File: config.mk
export PLATFORM = sky130hd
export DESIGN_NAME = weighted_round_robin_two_list_unit
export DESIGN_NICKNAME = d
export VERILOG_FILES = /design/src/hw/rtl/wrr_pkg.sv /design/src/hw/rtl/weighted_round_robin_two_list_unit.sv /design/src/hw/rtl/wrr_ctrl.sv /design/src/hw/rtl/wrr_dp.sv
export SDC_FILE = /design/constraint.sdc
export NUM_CORES = 1
export LEC_CHECK = 0
export BUFFER_PORTS_ARGS = -buffer_cell sky130_fd_sc_hd__buf_2
export CAP_MARGIN = 40
export CORE_ASPECT_RATIO = 1.2
export CORE_MARGIN = 2
export CORE_UTILIZATION = 40
export CTS_CLUSTER_SIZE = 10
export DETAILED_ROUTE_END_ITERATION = 10
export GPL_TIMING_DRIVEN = 1
export PLACE_DENSITY_LB_ADDON = 0.15
export SYNTH_ARGS = -nofsm -noshare
export SYNTH_HDL_FRONTEND = slang
export SYNTH_HIERARCHICAL = 1
export SYNTH_SLANG_ARGS = --single-unit
File: constraint.sdc
create_clock -name clk -period 13.35 [get_ports clk]
set_input_delay 1.335 -clock clk [delete_from_list [all_inputs] [get_ports clk]]
set_output_delay 1.335 -clock clk [all_outputs]
set_load 0.01 [all_outputs]
File: src/hw/rtl/wrr_pkg.sv
package wrr_pkg;

    typedef struct packed {
        logic [1:0] cmd;
        logic [7:0] endpoint_id;
        logic [7:0] weight;
    } wrr_in_t;

    typedef struct packed {
        logic [7:0] chosen_id;
        logic       granted;
        logic [1:0] status;
    } wrr_out_t;

    localparam logic [1:0] CMD_CLEAR    = 2'd0;
    localparam logic [1:0] CMD_INSERT   = 2'd1;
    localparam logic [1:0] CMD_PICK     = 2'd2;
    localparam logic [1:0] CMD_RESERVED = 2'd3;

    localparam logic [1:0] ST_OK    = 2'd0;
    localparam logic [1:0] ST_EMPTY = 2'd1;
    localparam logic [1:0] ST_FULL  = 2'd2;
    localparam logic [1:0] ST_ZERO  = 2'd3;

    // controller -> datapath
    typedef struct packed {
        logic load;       // capture input item
        logic clr_step;   // reset one link node (clear sweep)
        logic pick_setup; // resolve cursor, maybe swap lists
        logic pick_take;  // emit pick, decrement credit, maybe unlink
        logic ins_start;  // claim free slot, start walk at a head
        logic walk_step;  // one step of sorted walk
        logic link;       // splice slot at walk position
        logic finish;     // latch result
    } wrr_cmd_t;

    // datapath -> controller
    typedef struct packed {
        logic [1:0] cmd;
        logic       zero_w;
        logic       full;
        logic       empty;
        logic       clr_done;
        logic       walk_done;
        logic       need_sort;
    } wrr_stat_t;

endpackage

File: src/hw/rtl/weighted_round_robin_two_list_unit.sv
// Weighted round-robin picker with two credit lists.
// Input channel (in_valid/in_ready, in_item): cmd clear, insert or pick.
// Output channel (out_valid/out_ready, out_item): one result per item,
// chosen_id, granted and status.
// One item is in flight at a time; in_ready is high only when idle.
// Each item passes through a decode state. Clear sweeps every link node;
// insert claims a free slot, walks the target list and links the slot;
// pick resolves the cursor and takes the entry, and a pick that drains
// credit also walks the other list and relinks the entry there. The sorted
// walk stops at the list head or at the first node of no greater weight.
// The result holds in an output register until transferred; while the
// receiver stalls, no new input transfer is taken.
// Reset empties both lists, frees all slots, makes the first list the
// consuming one and points the cursor at its head.
module weighted_round_robin_two_list_unit #(
    parameter int MAX_ENDPOINTS = 8,
    parameter int ID_BITS       = 8
) (
    input  logic             clk,
    input  logic             rst_n,
    input  logic             in_valid,
    output logic             in_ready,
    input  wrr_pkg::wrr_in_t in_item,
    output logic             out_valid,
    input  logic             out_ready,
    output wrr_pkg::wrr_out_t out_item
);
    import wrr_pkg::*;

    wrr_cmd_t  ctl;
    wrr_stat_t stat;

    wrr_ctrl u_ctrl (
        .clk(clk), .rst_n(rst_n),
        .in_valid(in_valid), .in_ready(in_ready),
        .out_valid(out_valid), .out_ready(out_ready),
        .stat(stat), .ctl(ctl)
    );

    wrr_dp #(.MAX_ENDPOINTS(MAX_ENDPOINTS), .ID_BITS(ID_BITS)) u_dp (
        .clk(clk), .rst_n(rst_n),
        .in_item(in_item), .ctl(ctl), .stat(stat), .res(out_item)
    );

    // never accept while a result is pending
    a_no_overlap: assert property (@(posedge clk) disable iff (!rst_n)
        out_valid |-> !in_ready) else $error("accept while result pending");

    // a grant always reports ok status
    a_grant_ok: assert property (@(posedge clk) disable iff (!rst_n)
        (out_valid && out_item.granted) |-> (out_item.status == ST_OK))
        else $error("grant with error status");

    // controller commands are exclusive where they drive the same links
    a_cmd_excl: assert property (@(posedge clk) disable iff (!rst_n)
        $onehot0({ctl.clr_step, ctl.pick_take, ctl.link, ctl.ins_start}))
        else $error("conflicting datapath commands");

endmodule

File: src/hw/rtl/wrr_ctrl.sv
module wrr_ctrl (
    input  logic              clk,
    input  logic              rst_n,
    input  logic              in_valid,
    output logic              in_ready,
    output logic              out_valid,
    input  logic              out_ready,
    input  wrr_pkg::wrr_stat_t stat,
    output wrr_pkg::wrr_cmd_t  ctl
);
    import wrr_pkg::*;

    typedef enum logic [7:0] {
        S_IDLE  = 8'b0000_0001,
        S_DEC   = 8'b0000_0010,
        S_CLR   = 8'b0000_0100,
        S_PSET  = 8'b0000_1000,
        S_PTAKE = 8'b0001_0000,
        S_WALK  = 8'b0010_0000,
        S_LINK  = 8'b0100_0000,
        S_OUT   = 8'b1000_0000
    } state_t;

    state_t state_reg, state_next;

    assign in_ready  = (state_reg == S_IDLE);
    assign out_valid = (state_reg == S_OUT);

    // next state and commands
    always_comb
    begin
        state_next = state_reg;
        ctl = '0;
        unique case (state_reg)
            S_IDLE:
            begin
                if (in_valid)
                begin
                    ctl.load = 1'b1;
                    state_next = S_DEC;
                end
            end
            S_DEC:
            begin
                if (stat.cmd == CMD_CLEAR)
                    state_next = S_CLR;
                else if (stat.cmd == CMD_INSERT)
                begin
                    if (stat.zero_w || stat.full)
                    begin
                        ctl.finish = 1'b1;
                        state_next = S_OUT;
                    end
                    else
                    begin
                        ctl.ins_start = 1'b1;
                        state_next = S_WALK;
                    end
                end
                else if (stat.cmd == CMD_PICK && !stat.empty)
                    state_next = S_PSET;
                else
                begin
                    ctl.finish = 1'b1;
                    state_next = S_OUT;
                end
            end
            S_CLR:
            begin
                ctl.clr_step = 1'b1;
                if (stat.clr_done)
                begin
                    ctl.finish = 1'b1;
                    state_next = S_OUT;
                end
            end
            S_PSET:
            begin
                ctl.pick_setup = 1'b1;
                state_next = S_PTAKE;
            end
            S_PTAKE:
            begin
                ctl.pick_take = 1'b1;
                if (stat.need_sort)
                    state_next = S_WALK;
                else
                begin
                    ctl.finish = 1'b1;
                    state_next = S_OUT;
                end
            end
            S_WALK:
            begin
                if (stat.walk_done)
                    state_next = S_LINK;
                else
                    ctl.walk_step = 1'b1;
            end
            S_LINK:
            begin
                ctl.link = 1'b1;
                ctl.finish = 1'b1;
                state_next = S_OUT;
            end
            S_OUT:
            begin
                if (out_ready)
                    state_next = S_IDLE;
            end
            default: state_next = S_IDLE;
        endcase
    end

    always_ff @(posedge clk or negedge rst_n)
    begin
        if (!rst_n)
            state_reg <= S_IDLE;
        else
            state_reg <= state_next;
    end

endmodule

File: src/hw/rtl/wrr_dp.sv
module wrr_dp #(
    parameter int MAX_ENDPOINTS = 8,
    parameter int ID_BITS       = 8
) (
    input  logic               clk,
    input  logic               rst_n,
    input  wrr_pkg::wrr_in_t   in_item,
    input  wrr_pkg::wrr_cmd_t  ctl,
    output wrr_pkg::wrr_stat_t stat,
    output wrr_pkg::wrr_out_t  res
);
    import wrr_pkg::*;

    localparam int NODES = MAX_ENDPOINTS + 2;
    localparam int NW    = $clog2(NODES);
    localparam int SW    = $clog2(MAX_ENDPOINTS);
    localparam logic [NW-1:0] HEAD0 = NW'(MAX_ENDPOINTS);
    localparam logic [NW-1:0] HEAD1 = NW'(MAX_ENDPOINTS + 1);

    // slot payload and links
    logic [ID_BITS-1:0] id_mem [MAX_ENDPOINTS];
    logic [7:0]         wt_mem [MAX_ENDPOINTS];
    logic [7:0]         cr_mem [MAX_ENDPOINTS];
    logic [MAX_ENDPOINTS-1:0] used_reg;
    logic [NW-1:0] nxt_reg [NODES];
    logic [NW-1:0] prv_reg [NODES];
    logic          csel_reg;
    logic [NW-1:0] cur_reg;

    // working registers
    wrr_in_t       item_reg;
    logic [SW-1:0] slot_reg;   // slot being placed / picked
    logic [NW-1:0] head_reg;   // list being walked
    logic [NW-1:0] pre_reg, now_reg;
    logic [NW:0]   guard_reg;
    logic [NW-1:0] p_reg;
    wrr_out_t      res_reg;
    wrr_out_t      res_next;
    logic [NW-1:0] clr_reg;

    logic [NW-1:0] cons_head, sat_head;
    assign cons_head = csel_reg ? HEAD1 : HEAD0;
    assign sat_head  = csel_reg ? HEAD0 : HEAD1;

    // first free slot
    logic [SW-1:0] free_slot;
    logic          full;
    always_comb
    begin
        free_slot = '0;
        full = 1'b1;
        for (int i = MAX_ENDPOINTS - 1; i >= 0; i--)
        begin
            if (!used_reg[i])
            begin
                free_slot = SW'(i);
                full = 1'b0;
            end
        end
    end

    function automatic logic is_slot(input logic [NW-1:0] n);
        return n < NW'(MAX_ENDPOINTS);
    endfunction

    // walk termination
    logic walk_done;
    always_comb
    begin
        walk_done = (now_reg == head_reg) || (guard_reg >= (NW+1)'(NODES));
        if (is_slot(now_reg) && wt_mem[slot_reg] >= wt_mem[now_reg[SW-1:0]])
            walk_done = 1'b1;
    end

    // pick cursor resolution
    logic [NW-1:0] p0, p1, pfin;
    logic          do_swap;
    always_comb
    begin
        p0 = cur_reg;
        if (!is_slot(p0) || !used_reg[p0[SW-1:0]])
            p0 = cons_head;
        do_swap = 1'b0;
        pfin = p0;
        if (p0 == cons_head)
        begin
            p1 = nxt_reg[p0];
            pfin = p1;
            if (p1 == cons_head)
            begin
                do_swap = 1'b1;
                pfin = nxt_reg[sat_head];
            end
        end
        else
            p1 = p0;
    end

    logic [SW-1:0] ps;
    logic [7:0]    cr_dec;
    assign ps = p_reg[SW-1:0];
    assign cr_dec = (cr_mem[ps] != 8'd0) ? cr_mem[ps] - 8'd1 : 8'd0;

    // result of the current item
    always_comb
    begin
        res_next = '0;
        if (item_reg.cmd == CMD_INSERT)
        begin
            if (item_reg.weight == 8'd0)
                res_next.status = ST_ZERO;
            else if (full && !ctl.link)
                res_next.status = ST_FULL;
        end
        else if (item_reg.cmd == CMD_PICK)
        begin
            if (used_reg == '0)
                res_next.status = ST_EMPTY;
            else
            begin
                res_next.chosen_id = 8'(id_mem[ctl.pick_take ? ps : slot_reg]);
                res_next.granted   = 1'b1;
            end
        end
    end

    assign stat.cmd       = item_reg.cmd;
    assign stat.zero_w    = (item_reg.weight == 8'd0);
    assign stat.full      = full;
    assign stat.empty     = (used_reg == '0);
    assign stat.clr_done  = (clr_reg == NW'(NODES - 1));
    assign stat.walk_done = walk_done;
    assign stat.need_sort = (cr_dec == 8'd0);
    assign res = res_reg;

    // control-bearing state
    always_ff @(posedge clk or negedge rst_n)
    begin
        if (!rst_n)
        begin
            used_reg <= '0;
            csel_reg <= 1'b0;
            cur_reg  <= HEAD0;
            clr_reg  <= '0;
            for (int i = 0; i < NODES; i++)
            begin
                nxt_reg[i] <= NW'(i);
                prv_reg[i] <= NW'(i);
            end
        end
        else
        begin
            if (ctl.load)
                clr_reg <= '0;
            if (ctl.clr_step)
            begin
                nxt_reg[clr_reg] <= clr_reg;
                prv_reg[clr_reg] <= clr_reg;
                clr_reg <= clr_reg + 1'b1;
                used_reg <= '0;
                cur_reg  <= cons_head;
            end
            if (ctl.ins_start)
                used_reg[free_slot] <= 1'b1;
            if (ctl.pick_setup && do_swap)
                csel_reg <= ~csel_reg;
            if (ctl.pick_take)
            begin
                cur_reg <= nxt_reg[p_reg];
                if (cr_dec == 8'd0)
                begin
                    nxt_reg[prv_reg[p_reg]] <= nxt_reg[p_reg];
                    prv_reg[nxt_reg[p_reg]] <= prv_reg[p_reg];
                end
            end
            if (ctl.link)
            begin
                nxt_reg[NW'(slot_reg)] <= now_reg;
                prv_reg[NW'(slot_reg)] <= pre_reg;
                nxt_reg[pre_reg]  <= NW'(slot_reg);
                prv_reg[now_reg]  <= NW'(slot_reg);
            end
        end
    end

    // payload and working registers
    always_ff @(posedge clk)
    begin
        if (ctl.load)
            item_reg <= in_item;
        if (ctl.ins_start)
        begin
            slot_reg <= free_slot;
            id_mem[free_slot] <= ID_BITS'(item_reg.endpoint_id);
            wt_mem[free_slot] <= item_reg.weight;
            head_reg  <= cons_head;
            pre_reg   <= cons_head;
            now_reg   <= nxt_reg[cons_head];
            guard_reg <= '0;
        end
        if (ctl.pick_setup)
            p_reg <= pfin;
        if (ctl.pick_take)
        begin
            cr_mem[ps] <= cr_dec;
            slot_reg  <= ps;
            head_reg  <= sat_head;
            pre_reg   <= sat_head;
            // unlinked node is skipped by walk: start after the splice
            now_reg   <= (nxt_reg[sat_head] == p_reg) ? nxt_reg[p_reg] : nxt_reg[sat_head];
            guard_reg <= '0;
        end
        if (ctl.walk_step)
        begin
            pre_reg   <= now_reg;
            now_reg   <= nxt_reg[now_reg];
            guard_reg <= guard_reg + 1'b1;
        end
        if (ctl.link)
            cr_mem[slot_reg] <= wt_mem[slot_reg];
        if (ctl.finish)
            res_reg <= res_next;
    end

endmodule
# Word level (Yosys, flattened, before mapping)
# Memory sizes are Yosys's and may differ from the RTL's. A register that Yosys moved wholly into a read port is not among the register bits.
# Cells that the tools add are included.
dict set report classes {
  reduce_logical 31
  eq_ne 19
  n_mux 141
  bitwise 13
  magnitude_cmp 23
  addsub 3
}
# op count
set op_table {}
lappend op_table {{$bwmux W40} 8}
lappend op_table {{$mux W40} 8}
lappend op_table {{$mux W4} 32}
lappend op_table {{$mux W8} 13}
lappend op_table {{$bmux W4 S4} 6}
lappend op_table {{$demux W4 S4} 6}
lappend op_table {{$pmux W8 S8} 1}
lappend op_table {{$ge A5 B5 Y1 const B} 10}
lappend op_table {{$mux W3} 15}
lappend op_table {{$not A4 Y5} 9}
lappend op_table {{$mux W1} 42}
lappend op_table {{$lt A5 B1 Y1 const B} 6}
lappend op_table {{$logic_not A8 Y1} 3}
lappend op_table {{$eq A4 B4 Y1} 4}
lappend op_table {{$mux W5} 3}
lappend op_table {{$logic_and A1 B1 Y1} 11}
lappend op_table {{$eq A8 B1 Y1 const B} 1}
lappend op_table {{$eq A8 B2 Y1 const B} 1}
lappend op_table {{$eq A8 B3 Y1 const B} 1}
lappend op_table {{$eq A8 B4 Y1 const B} 1}
lappend op_table {{$eq A8 B5 Y1 const B} 1}
lappend op_table {{$eq A8 B6 Y1 const B} 1}
lappend op_table {{$eq A8 B7 Y1 const B} 1}
lappend op_table {{$eq A8 B8 Y1 const B} 1}
lappend op_table {{30 further kinds} 45}
dict set report word_totals {
  mem_count 3
  inputBits 22
  ram_bits 192
  regBits 150
}
# name depth word_bits rd rd_clocked_by_memory_dff write_ports line
set memory_table {}
lappend memory_table {u_dp.cr_mem 8 8 1 1 1 wrr_dp.sv:23} ;# logic [7:0] cr_mem [MAX_ENDPOINTS];
lappend memory_table {u_dp.id_mem 8 8 1 1 1 wrr_dp.sv:21} ;# logic [ID_BITS-1:0] id_mem [MAX_ENDPOINTS];
lappend memory_table {u_dp.wt_mem 8 8 2 2 1 wrr_dp.sv:22} ;# logic [7:0] wt_mem [MAX_ENDPOINTS];

# Depth between registers and ports, before layout
# Gate-level depths: netlist of run 1.
dict set report depth {
  word_depth 17
  mapped_depth 21
  depth_no_buf 17
}

# Cells and area by module
# The synthesis of run 1 kept the hierarchy.
# mod cells_per_inst instances area_each_um2
set modules_own_cells {}
lappend modules_own_cells {wrr_dp 1745 1 19592.5}
lappend modules_own_cells {wrr_ctrl 61 1 544.3}

# Worst setup path after synthesis of run 1
# Ideal clock, no wire load.
dict set report synth_path {
  path_kind {reg2reg}
  from {reg (tool-made name)}
  to {reg (tool-made name)}
  stages_incl_launch_ff 22
  setup_time_ns 0.121
  synth_period_minus_slack_ns 5.247
  arrival_ns 5.126
  slack_ns 8.103
  t_required_ns 13.229
  cell_sequence {dfxtp_1 clkbuf_1 buf_1 mux4_2 mux2_2 inv_1 ha_1 nand2b_1 a21o_1 a21o_1 a21o_1 a21o_1 a21o_1 a21o_1 a211oi_1 o21ai_0 buf_4 nor3_1 clkbuf_1 nor2_1 inv_1 mux2_2}
}

==> key figures, run 1 <==
Setup path
  • Req. time, crit path: roughly 14 ns
  • Worst path slowest cell: dfxtp_1
  • CP Max Fanout: 16
  • R2r setup slk: 8.24 ns
  • Max incr delay on CP: 0.81 ns
  • Setup crit start kind: flip-flop
  • Reg2reg path depth: 18
  • Arrival @ worst endpoint: 5.57 ns
  • Setup crit end kind: flip-flop
  • Worst path most repeated cell: a21o_1
  • Worst Setup Path Type: flip-flop to flip-flop
  • CP Cell Sequence: mux4_2 -> mux2_2 -> inv_1 -> ha_1 -> nand2b_1 -> a21o_1 -> a21o_1 -> a21o_1 -> a21o_1 -> a21o_1 -> a21o_1 -> a211oi_1 -> o21ai_0 -> nor3_2 -> buf_4 -> nor2_1 -> inv_1 -> mux2_2

Finish
  • Area of the multi-input gates: 0.009489 mm^2
  • # nets final: around 1900
  • Reg area: 0.01012 mm^2
  • Area grow syn2layout: 11.69%
  • Largest regs: u_dp/cr_mem (64), u_dp/id_mem (64), u_dp/wt_mem (64)
  • Diode count: 0
  • Fill cells: 4678
  • Layout cells sized above 1: between 10% and 20%
  • Final cell count without fillers: around 2500

Power and ir drop
  • NetSw: 780.9 uW
  • Int Power: ~2100 uW
  • Clk pwr share: between 30 and 40%
  • Sequential share of power: 47.7%
  • VDD IR max: ~130 uV
  • Comb power frac: 13.1%
  • Leakage: between 0.007 and 0.008 uW
  • Switching Share: 27.45%
  • P per Cell Area: between 100 and 150 mW/mm^2

Floorplan
  • Die area: 0.05216 mm^2
  • Chip Width: about 210 um
  • I/O pins: 35
  • Die Y-Extent: about 250 um
  • Area of the core: ~0.050 mm^2
  • Site row count: 90
  • Initial Util: roughly two fifths

Clock network
  • CTS Buffer Depth: 3
  • CTS Buf Count: 43
  • Post-CTS Hold Fix Bufs: 0
  • Post_cts resized: 0
  • Clk_lat worst skew: 0.60 ns
  • Clk slew on worst S/H paths: 0.06 ns
  • CTS tree: built
  • H-tree Lvls: 2
  • Clock root buffer: clkbuf_16
  • Clock Sinks: about 360
  • Setup repair bufs after CTS: 0

Synthesis
  • Mapped cell area: between 0.02 and 0.025 mm^2
  • Synth top area cells: edfxtp_1 (36%), dfrtp_1 (9.1%), mux4_2 (8.6%)
  • Mean Syn Cell Area: about 11 um^2
  • Commonest cells post-synth: nand2_1 (245), edfxtp_1 (242), nor2_1 (135)
  • Count of different cell masters after synthesis: 88
  • Sequential share of the synthesized area: around half
  • Top_reg_cell synth: edfxtp_1
  • Yosys top cell area share: between 30% and 40%
  • Cells after Synth: about 1800
  • Yosys top cell by area: edfxtp_1
  • Yosys reg bits: about 360
  • YS warnings: 6
  • Post-synth EDFFs: about 240
  • Syn nets: 1843
  • Fraction of registers with async set/reset: roughly 29%
  • Most common cell in the netlist: nand2_1

Place
  • Setup WS pre-CTS: roughly 8.2 ns
  • Gp weighted congestion: about 0.94
  • PortBufs: 34
  • Dpl hpwl: 46.06 mm
  • Cells after DPL: 2432

Route
  • Routed Antenna Nets: 0
  • DR vias: about 16000
  • WL final: between 60 and 70 mm
  • WL per Instance: between 20 and 30 um
  • DRC violations left: 0
  • DR iter-0 viols: ~1500
  • Vias per inst: approximately 6.2
  • Length of the first detailed-routing pass in iterations: 6

GRT
  • Total gr overflow: 0
  • Initial antenna violation count: 1
  • First-pass GRT wire length: 98.12 mm
  • Vias in the first global route: roughly 15000
  • Largest net degree at the start of global routing: 72
  • GRT Total Usage: roughly 25%

STA
  • Fin. Hold Viols: 0
  • Fin worst setup slack: just over 8 ns
  • Final worst-path cycle share: between 30% and 40%
  • Final setup viols: 0
  • TNS Setup: 0 ns
  • Setup Skew: 0.03569 ns
  • Fmax: between 0.15 and 0.2 GHz
  • Slew Limit Fails: 0
  • Slew @ Worst Pin: 0.9396 ns
  • Unrepaired setup endpoints after global routing: false
  • Worst slew margin: between 30% and 40%
  • Tmin final: slightly above 5 ns

Hold path
  • Worst Hold Class: flip-flop to flip-flop
  • Hold Crit Start: u_dp/p_reg[2]

Run status
  • Status: finished clean

Run
  • Max-Cap Viols: 0
==> worst max-delay path: cells and delay by family (launching register included) <==
kind / cells / cell delay, ns
compound gates: 8 / 1.46
simple gates: 3 / 0.55
mux: 3 / 1.17
flops: 1 / 0.81
buf+inv: 3 / 0.78
fa+ha+maj: 1 / 0.22
==> per-layer routing <==
layer  up-vias  GRT usage (%)  wire (um)
met1      7800          31.75      26100
met2       724          41.63      31660
met4         0          11.37       3009
met5         -              0          0
met3       182          4.618       4885
li1       6920              -          -
==> per-stage QoR <==
| step | power (uW) | util [%] | hold WS [ns] | area, um^2 |
|---|---|---|---|---|
| after floorplan | 1603 | - | 0.4924 | 20140 |
| after global placement | 1741 | 42.08 | 0.5034 | 21040 |
| after detailed placement | 1747 | 42.35 | 0.5116 | 21170 |
| after CTS | 2866 | 44.98 | 0.5300 | 22490 |
| after global routing | 2952 | 44.98 | 0.5537 | 22490 |
| final | 2844 | 44.98 | 0.5259 | 22490 |
==> layout make-up <==
class	count	area share [%]
well taps	644	3.583
repair buffers	93	2.837
clock buffers	75	5.591
clock inverters	5	0.2670
inverters	33	0.5508
multi-input cells	1306	42.19
flip-flops and latches	356	44.98
==> power by group through the flow <==
stage	registers (uW)	logic [uW]	clock network [uW]
2_1_floorplan	1340	266	0
3_3_place_gp	1370	367	0
3_5_place_dp	1380	370	0
4_1_cts	1360	373	1140
5_1_grt	1370	409	1180
6_report	1360	374	1110
==> worst min path at each step <==
stage | end | slack, ns | cells past startpoint
2_1_floorplan | u_dp/cur_reg[3] | 0.49 | 2
3_3_place_gp | flip-flop | 0.50 | 1
3_5_place_dp | flip-flop | 0.51 | 1
4_1_cts | flip-flop | 0.53 | 1
5_1_grt | flip-flop | 0.55 | 1
6_report | flip-flop | 0.53 | 1
==> cell families after synthesis <==
family                   after synthesis  share of synthesized area (%)
AND/OR/NAND/NOR                      614                          14.97
AO/OA/AOI/OAI                        416                          12.82
flip-flops                           356                          50.23
multiplexers                         248                          17.55
buffers and inverters                144                          2.933
adder cells (fa/ha/maj)               15                         0.9320
XOR/XNOR                              13                         0.5654
==> cell usage in the layout (no fill, tap or decap), types with 36 or more instances in the layout <==
master	Yosys	layout
a21oi_1	105	104
buf_2	13	36
buf_4	5	53
clkbuf_16	0	44
dfrtp_1	73	73
edfxtp_1	242	242
mux2_2	66	66
mux2i_1	103	103
mux4_2	77	77
nand2_1	245	245
nand3_1	42	42
nor2_1	135	129
o21ai_0	123	118
o22ai_1	37	37
Power figures use the tool's default switching activity.
==> run 2: changes to the inputs <==
clock period = 5.3 ns   (was 13.35 ns; I/O delays follow)
==> run 2 against run 1 <==
  * Sequential power rose to 2.5 times the previous value
  * Power increased to 2.5 times the previous value
  * Non-clock buffer count increased by 18
  * Sequential share of layout area fell by 0.35 points
  * Worst hold slack got worse by 0.47 ns
==> key figures, run 2 (synthesized netlist as in run 1, its figures left out) <==
Run status
  • Status: finished clean (unchanged)

Setup path
  • Worst Setup Path Type: flip-flop to flip-flop (unchanged)
  • Req. time, crit path: 5.73 ns (was 13.81 ns)
  • R2r setup slk: 0.65 ns (was 8.24 ns)
  • Reg2reg path depth: 16 (was 18)
  • Setup crit end kind: flip-flop (unchanged)
  • CP Max Fanout: 16 (unchanged)
  • Arrival @ worst endpoint: 5.09 ns (was 5.57 ns)
  • Setup crit start kind: flip-flop (unchanged)

STA
  • Slew Limit Fails: 0 (unchanged)
  • Fin. Hold Viols: 0 (unchanged)
  • Fmax: 0.2149 GHz (was 0.1957 GHz)
  • Unrepaired setup endpoints after global routing: false (unchanged)
  • Tmin final: 4.654 ns (was 5.109 ns)
  • Setup Skew: 0.03252 ns (was 0.03569 ns)
  • TNS Setup: 0 ns (unchanged)
  • Final worst-path cycle share: 87.80% (was 38.27%)
  • Final setup viols: 0 (unchanged)
  • Fin worst setup slack: 0.6465 ns (was 8.241 ns)
  • Slew @ Worst Pin: 1.006 ns (was 0.9396 ns)
  • Worst slew margin: 32.96% (was 37.20%)

Finish
  • Most common cell after layout, fill and taps aside: nand2_1 (unchanged)
  • Area grow syn2layout: 12.56% (was 11.69%)
  • Largest regs: u_dp/cr_mem (64), u_dp/id_mem (64), u_dp/wt_mem (64) (unchanged)
  • Layout cells sized above 1: 20.30% (was 19.59%)
  • Diode count: 0 (unchanged)
  • Final cell count without fillers: 2531 (was 2512)
  • Leading cell types in the layout, fill and taps excluded: nand2_1 (245), edfxtp_1 (242), nor2_1 (129) (unchanged)
  • # nets final: 1889 (was 1870)

Clock network
  • CTS Buf Count: 44 (was 43)
  • Clk_lat worst skew: 0.57 ns (was 0.60 ns)
  • H-tree Lvls: 2 (unchanged)
  • Post-CTS Hold Fix Bufs: 0 (unchanged)
  • Setup repair bufs after CTS: 0 (unchanged)
  • CTS Buffer Depth: 3 (unchanged)
  • Clock root buffer: clkbuf_16 (unchanged)
  • Clock Sinks: 356 (unchanged)
  • CTS tree: built (unchanged)
  • Post_cts resized: 0 (unchanged)
  • Clk slew on worst S/H paths: 0.06 ns (about the same)

Route
  • Length of the first detailed-routing pass in iterations: 6 (unchanged)
  • DR iter-0 viols: 1616 (was 1477)
  • DR vias: 15710 (was 15630)
  • WL per Instance: 26.42 um (was 26.14 um)
  • Highest metal used: met4 (unchanged)
  • Vias per inst: 6.207 (was 6.221)
  • DRC violations left: 0 (unchanged)
  • Routed Antenna Nets: 0 (unchanged)
  • Routed wl met2: 32.04 mm (was 31.66 mm)
  • WL final: 66.88 mm (was 65.65 mm)
  • DR WL met3: 5.324 mm (was 4.885 mm)
  • Met1 wire length: 26.16 mm (was 26.10 mm)

Place
  • Gp weighted congestion: 0.9478 (was 0.9416)
  • PortBufs: 34 (unchanged)
  • Setup WS pre-CTS: 0.5658 ns (was 8.206 ns)
  • Dpl hpwl: 47.70 mm (was 46.06 mm)
  • Cells after DPL: 2450 (was 2432)

Power and ir drop
  • Leakage: 0.008025 uW (was 0.007934 uW)
  • Comb power frac: 13.3% (was 13.1%)
  • P per Cell Area: 318.0 mW/mm^2 (was 126.5 mW/mm^2)
  • Int Power: 5254 uW (was 2063 uW)
  • NetSw: 1954 uW (was 780.9 uW)
  • Switching Share: 27.11% (was 27.45%)
  • VDD IR max: 345.6 uV (was 129.7 uV)
  • Sequential share of power: 47.5% (was 47.7%)
  • Clk pwr share: 39.2% (was 39.1%)

Hold path
  • Worst Hold Class: input port to async pin (was flip-flop to flip-flop)

GRT
  • Total gr overflow: 0 (unchanged)
  • GRT Total Usage: 25.54% (was 25.02%)
  • Vias in the first global route: 15860 (was 15450)
  • Initial antenna violation count: 0 (was 1)
  • Largest net degree at the start of global routing: 68 (was 72)
  • First-pass GRT wire length: 100.6 mm (was 98.12 mm)

Floorplan
  • Site row count: 90 (unchanged)
  • Chip Width: 208.8 um (unchanged)
  • Die area: 0.05216 mm^2 (unchanged)
  • Initial Util: 40.28% (unchanged)
  • I/O pins: 35 (unchanged)
  • Area of the core: 0.05000 mm^2 (unchanged)
  • Die Y-Extent: 249.8 um (unchanged)

Run
  • Max-Cap Viols: 0 (unchanged)
run 2: power groups by stage:
stage                     sequential [uW]  combinational [uW]  clock (uW)
after floorplan                      3370                 670           0
after global placement               3470                 938           0
after detailed placement             3470                 947           0
after CTS                            3420                 951        2890
after global routing                 3450                1040        3000
final                                3430                 955        2830
run 2: per-layer routing:
layer  track usage, %  vias to the layer above
li1                 -                     6960
met1            32.56                     7779
met2            42.43                      770
met3            4.492                      202
met4            11.73                        0
met5                0                        -
run 2: worst max-delay path by stage:
stage / start / to / slack, ns
2_1_floorplan: flip-flop / flip-flop / 0.05
3_3_place_gp: flip-flop / flip-flop / 0.61
3_5_place_dp: flip-flop / flip-flop / 0.57
4_1_cts: flip-flop / flip-flop / 0.57
5_1_grt: flip-flop / flip-flop / 0.38
6_report: flip-flop / flip-flop / 0.65
run 2: metrics by stage:
step / instance area (um^2) / total power, uW / hold slack [ns] / util, %
2_1_floorplan: 20140 / 4037 / 0.2344 / -
4_1_cts: 22670 / 7259 / 0.06353 / 45.33
3_5_place_dp: 21340 / 4420 / 0.5333 / 42.68
6_report: 22670 / 7208 / 0.05604 / 45.33
3_3_place_gp: 21200 / 4403 / 0.5307 / 42.40
5_1_grt: 22670 / 7489 / 0.1026 / 45.33
run 2: cell type report:
type	count	area [um^2]
Clock buffer	73	1220
Clock inverter	8	108.9
Fill cell	4633	27330
Inverter	33	123.9
Multi-Input combinational cell	1306	9497
Sequential cell	356	10120
Tap cell	644	805.8
Timing Repair Buffer	111	794.5
run 2: critical path, cell delays in order, from the launching register on:
cell and delay (ns):
dfxtp_1 0.39, buf_4 0.32, mux4_2 0.55, mux2_2 0.37
ha_1 0.31, a21o_1 0.15, a21o_1 0.17, a21o_1 0.18
a21o_1 0.17, a21o_1 0.17, a21o_1 0.19, a211oi_1 0.22
o21ai_0 0.19, nor3_2 0.24, nor2_1 0.07, inv_1 0.46
mux2_2 0.40
